**src/rtl/usvg_delay.sv**
```systemverilog
`default_nettype none

module usvg_delay #(
    parameter int W     = 8,
    parameter int DEPTH = 4
) (
    input  logic         clk,
    input  logic         en,
    input  logic [W-1:0] din,
    output logic [W-1:0] dout
);

    logic [W-1:0] tap_reg [DEPTH];

    always_ff @(posedge clk)
    begin
        if (en)
        begin
            tap_reg[0] <= din;
            for (int i = 1; i < DEPTH; i++)
            begin
                tap_reg[i] <= tap_reg[i-1];
            end
        end
    end

    assign dout = tap_reg[DEPTH-1];

endmodule

`default_nettype wire

```
**config.mk**
```make
export PLATFORM = sky130hd
export DESIGN_NAME = usvg_delay
export DESIGN_NICKNAME = d
export VERILOG_FILES = /design/src/rtl/usvg_delay.sv
export SDC_FILE = /design/constraint.sdc
export NUM_CORES = 1
export LEC_CHECK = 0
export BUFFER_PORTS_ARGS = -buffer_cell sky130_fd_sc_hd__buf_2
export CAP_MARGIN = 20
export CORE_AREA = 8 8 50 61
export DETAILED_ROUTE_END_ITERATION = 16
export DIE_AREA = 0 0 58 69
export GPL_TIMING_DRIVEN = 0
export PLACE_DENSITY_LB_ADDON = 0.2
export RECOVER_POWER = 50
export SLEW_MARGIN = 15
export SYNTH_ARGS = -nofsm -noshare
export SYNTH_HDL_FRONTEND = slang
export SYNTH_SLANG_ARGS = --single-unit
```
**constraint.sdc**
```tcl
create_clock -name clk -period 0.8 [get_ports clk]
set_clock_uncertainty 0.1 [all_clocks]
set_input_delay 0.16 -clock clk [delete_from_list [all_inputs] [get_ports clk]]
set_output_delay 0.16 -clock clk [all_outputs]
set_load 0.02 [all_outputs]
```
# Word level (Yosys, flattened, before mapping)
# Memory sizes are Yosys's and may differ from the RTL's.
# Cells that the tools add are included.
[classes]
mux = 2
[op_table]
columns = ["cell", "n"]
rows = [
  ["$mux W1", 2],
]
[totals]
in_bits = 10
ramBits = 32
ff_bits = 0
out_inout_bits = 8
mem_count = 1
[memory_table]
columns = ["memory", "depth", "word_bits", "read_ports", "rd_ports_with_merged_regs", "write_ports", "line_no", "source"]
rows = [
  ["tap_reg", 4, 8, 4, 0, 4, "13", "logic [W-1:0] tap_reg [DEPTH];"],
]

# Logic depth before layout (Yosys ltp)
# Gate-level depths: netlist (run 1).
[depth]
depth_word = 2
ltp_mapped = 0
ltp_nobuf = 0

# Worst setup path after synthesis (run 1)
# Ideal clock, no wire load.
[synth_timing]
kind = "register to output"
from = "memory tap_reg[3][0]"
to = "output dout[0]"
path_buffers = 0
required_time_ns = 0.540
setup_slack_ns = 0.091
arrival_time_ns = 0.449
stages_incl_launch_ff = 1
path_cell_list = "edfxtp_1"
[synth_lines]
columns = ["element", "line_no", "source"]
rows = [
  ["from (decl)", "13", ""],
  ["to (decl)", "10", "output logic [W-1:0] dout"],
]

==> flow_summary.toml, run 1 <==
[outcome]
status = "finished with violations"
violations = "negative hold slack, negative setup slack"

[global_routing]
track_usage = 0.06450
grt_pass1_vias = 409
grt_overflow = 0
grt_max_degree = 33
grt_pass1_wl_um = 1828
antenna_found_initial = 0

[timing]
finalHoldViolations = 1
drv_slew = 0
fin_ws_ps = -311.9
timing.fmax_mhz = 899.4
worst_hold_slack_ps = -75.39
slew_headroom = 0.7287
rsz0062_at_grt = "true"
setup_viol_count_final = 15
period_needed_ps = 1112
tightest_slew_ps = 407.0
finalCritPeriodShare = 1.390

[worst_setup_path]
cp.required_ps = 540
path_cells = "buf_6"
critPathSlowestCell = "edfxtp_1"
worstPathArrival_ps = 850
start_kind = "register"
crit_buf_inv = 1
crit_type = "reg -> out"
path_delay_family = "flip-flops"
crit_path_max_fanout = 1
setup.worst_path.start = "tap_reg[3][1]"
reg2reg_depth = 0
slowest_delay_ps = 390
crit_path_end = "dout[1]"
r2r_slack_ps = 70
rr_endpoint = "tap_reg[3][6]"
path_depth = 1
rr_startpoint = "tap_reg[2][6]"
crit_path_end_kind = "output pin"

[run]
maxCapViolations = 0

[routing]
wl_met2_um = 535
m1WireLength_um = 422
maxUsedRoutingLayer = "met4"
met3WireLength_um = 160
drt_iter0_drc = 12
first_pass_iters = 4
via_count = 409
viasPerCell = 4.812
wirelength_um = 1151
post_drt_wl_per_cell_um = 13.54
antenna_left = 0
post-route-drc-count = 0

[layout]
multi_input_gates = 0
nFillCells = 160
nNetsFinal = 73
final_area_um2 = 1244
finalCoreUtilization = 0.5813
drive_gt1_frac = 0.3438
largest_reg_flops = 32
multi_input_area_um2 = 0
final_common_cell = "edfxtp_1"
final_cell_mix = "32 x edfxtp_1, 8 x buf_2, 8 x buf_6"
synthToLayoutAreaGrowth_pct = 29.43
antenna-diode-count = 0

[cts]
cts_made_buffers = 5
insertion_delay_ps = 310
h-tree-depth = 2
cts-root-buf = "clkbuf_4"
path_clk_slew_ps = 90
cts_tree = "yes"
cts_sinks = 32
clockBufferDepth = 2

[floorplanning]
num_rows = 19
start_util = 0.4491
die_x_um = 58
coreArea_um2 = 2140
die_height_um = 69
die_area_um2 = 4002
io_pins = 18

[yosys]
synthesis.area_um2 = 960.9
syn_inst = 32
synth_cell_types = 1
synth_top_area_frac = 1.000
synth_nets = 42
syn_avg_cell_area_um2 = 30.03
ys_ff_latch = 32
ys_seq_area_frac = 1.000
ys_warn_count = 0
yosys.area.top_type = "edfxtp_1"
ys_top_cells_by_area = "edfxtp_1 100%"

[place]
numPortBuffers = 17
routabilityCongestion = 0.5868
place_area_um2 = 1072
post-place-ws_ps = -389.4

[power_and_ir_drop]
ir_drop_mv = 1.514
pwr_density_cell_nw_per_um2 = 2379
leakagePower_nw = 0.4538

[hold_path]
hold_class = "in -> reg"
[repair_timing]
| action | in CTS | in global routing |
|---|---|---|
| setup endpoints to repair | 40 | 8 |
| resized for setup | 3 | 14 |
| setup buffers | 0 | 0 |
| cloned | 0 | 0 |
| hold endpoints to repair | 8 | 8 |
[kinds of logic (layout without fill, tap and decap cells)]
logic type	after synthesis	after routing	share of synthesized area
buffers and inverters	0	32	0
DFF	32	32	1.000
[layout make-up]
type / instances / area (µm²) / area share
Timing Repair Buffer: 24 / 207.7 / 0.1670
Clock buffer: 7 / 45.04 / 0.03622
Tap cell: 21 / 26.28 / 0.02113
Clock inverter: 1 / 3.754 / 0.003018
Sequential cell: 32 / 960.9 / 0.7726
[worst min-delay path by stage]
stage	start	end	slack [ps]	cells past startpoint
after floorplan	din[0]	tap_reg[0][0]	160	0
after global placement	din[6]	tap_reg[0][6]	240	1
after detailed placement	din[7]	tap_reg[0][7]	240	1
after CTS	din[7]	tap_reg[0][7]	-110	1
after global routing	din[6]	tap_reg[0][6]	-110	1
final	din[6]	tap_reg[0][6]	-80	1
[where the power goes]
group	switching (W)	internal [W]	total (W)
combinational	0.0000741	0.0000790	0.000153
sequential	0.0000297	0.00197	0.00200
clock	0.000466	0.000337	0.000803
[through the flow]
step	std cells	total power (W)	setup TNS, ps
6_report	85	0.002959	-2605
3_3_place_gp	70	0.002128	-10730
2_1_floorplan	32	0.002061	0
3_5_place_dp	70	0.002141	-12440
4_1_cts	78	0.002960	-2606
5_1_grt	85	0.003108	-2885
[cell usage after synthesis (all sizes together)]
library cell and number:
edfxtp 32
[routing by layer]
layer	up-vias	GRT usage
met1	189	0.06537
met4	0	0.04098
li1	191	-
met3	6	0.06308
met5	-	0
met2	23	0.08085
No activity file was read; power rests on OpenSTA's default activity.
==> run 2, diff against run 1 <==
--- a/config.mk
+++ b/config.mk
@@ -11,6 +11,7 @@
 export DETAILED_ROUTE_END_ITERATION = 16
 export DIE_AREA = 0 0 58 69
 export GPL_TIMING_DRIVEN = 0
+export MAX_ROUTING_LAYER = met4
 export PLACE_DENSITY_LB_ADDON = 0.2
 export RECOVER_POWER = 50
 export SLEW_MARGIN = 15
==> run 2 against run 1 <==
  * The run still ends with negative hold slack, negative setup slack left
  * Critical path depth unchanged
  * Largest power group unchanged
  * Fmax increased by 0.26%
  * Combinational power about the same
  * Sequential power about the same
  * Utilization unchanged
  * Via count decreased by 0.73%
  * Total power about the same
  * Worst hold slack improved by 5.5 ps
  * Wire length increased by 0.78%
  * Register-to-register slack about the same
  * Worst setup slack improved by 2.9 ps
==> flow_summary.toml, run 2 (synthesis gave the netlist of run 1 again) <==
[routing]
via_count = 406
antenna_left = 0
post_drt_wl_per_cell_um = 13.65
post-route-drc-count = 0
wirelength_um = 1160
first_pass_iters = 4
viasPerCell = 4.776
drt_iter0_drc = 14

[layout]
multi_input_gates = 0
finalNonFillerCells = 85
antenna-diode-count = 0
nNetsFinal = 73
drive_gt1_frac = 0.3438
final_area_um2 = 1244
largest_reg_flops = 32
final_common_cell = "edfxtp_1"
finalCoreUtilization = 0.5813
final_cell_mix = "32 x edfxtp_1, 8 x buf_2, 8 x buf_6"
multi_input_area_um2 = 0
synthToLayoutAreaGrowth_pct = 29.43

[cts]
insertion_delay_ps = 310
cts_setup_buffers = 0
clockBufferDepth = 2
cts_made_buffers = 5
cts-root-buf = "clkbuf_4"
path_clk_slew_ps = 90
h-tree-depth = 2
cts_tree = "yes"
cts_sinks = 32

[timing]
setup_tns_ps = -2599
timing.fmax_mhz = 901.8
slew_headroom = 0.7234
worst_hold_slack_ps = -69.92
fin_ws_ps = -308.9
period_needed_ps = 1109
rsz0062_at_grt = "true"
tightest_slew_ps = 414.8
finalCritPeriodShare = 1.386
drv_slew = 0
finalHoldViolations = 1
setup_viol_count_final = 15

[floorplanning]
die_height_um = 69
start_util = 0.4491
num_rows = 19
coreArea_um2 = 2140
die_x_um = 58
die_area_um2 = 4002
io_pins = 18

[place]
routabilityCongestion = 0.5901
place_inst = 70
place_area_um2 = 1072
post-place-ws_ps = -389.4
numPortBuffers = 17

[power_and_ir_drop]
pwr_density_cell_nw_per_um2 = 2381
leakagePower_nw = 0.4538
ir_drop_mv = 1.542

[global_routing]
grt_overflow = 0
grt_max_degree = 33
grt_pass1_vias = 410
antenna_found_initial = 0
grt_pass1_wl_um = 1821
track_usage = 0.06625

[worst_setup_path]
crit_path_end_kind = "output pin"
rr_endpoint = "tap_reg[2][0]"
setup.worst_path.start = "tap_reg[3][1]"
path_delay_family = "flip-flops"
slowest_delay_ps = 390
crit_type = "reg -> out"
path_cells = "buf_6"
cp.required_ps = 540
critPathSlowestCell = "edfxtp_1"
crit_buf_inv = 1
rr_startpoint = "tap_reg[1][0]"
crit_path_max_fanout = 1
reg2reg_depth = 0
start_kind = "register"
worstPathArrival_ps = 850
r2r_slack_ps = 60

[outcome]
status = "finished with violations"
violations = "negative hold slack, negative setup slack"

[hold_path]
worst_hold_path.num_cells = 1
worstHoldEndpoint = "tap_reg[0][6]"
holdCritStartpoint = "din[6]"
hold_class = "in -> reg"

[run]
maxCapViolations = 0
-- run 2: cell counts in the layout (fill, tap and decap cells not counted) --
No cell type changed its count.
-- run 2: stage by stage --
step	hold slack, ps	total power (W)
after global placement	238.2	0.002128
final	-69.92	0.002961
after floorplan	158.9	0.002061
after CTS	-106.2	0.002960
after global routing	-106.9	0.003108
after detailed placement	238.1	0.002141
-- run 2: how the worst max path moves through the flow --
stage / end / slack (ps) / cells past startpoint
after detailed placement: tap_reg[2][7] / -390 / 1
final: dout[1] / -310 / 1
after floorplan: dout[0] / 90 / 0
after global routing: dout[7] / -370 / 1
after CTS: dout[1] / -340 / 1
after global placement: tap_reg[3][4] / -340 / 1
-- run 2: repair_timing --
item,in CTS,in global routing
endpoints found under the hold margin,8,8
gates resized for setup,3,14
setup endpoints to repair,40,8
-- run 2: per-layer routing --
metal / part of all wire / vias up / track usage
met5: 0 / - / -
met4: 0.020 / 0 / 0.04098
met3: 0.10 / 5 / 0.05937
met2: 0.46 / 22 / 0.08085
met1: 0.42 / 186 / 0.06766
li1: - / 193 / -
-- run 2: area by class of cell --
| class | count | area, µm² |
|---|---|---|
| Timing Repair Buffer | 24 | 207.7 |
| Clock inverter | 1 | 3.754 |
| Clock buffer | 7 | 45.04 |
| Sequential cell | 32 | 960.9 |
| Tap cell | 21 | 26.28 |
| Fill cell | 160 | 895.9 |
-- run 2: power by group --
group          switching [W]  internal, W  total [W]
logic              0.0000747    0.0000790   0.000154
clock network       0.000467     0.000337   0.000804
registers          0.0000299      0.00197    0.00200
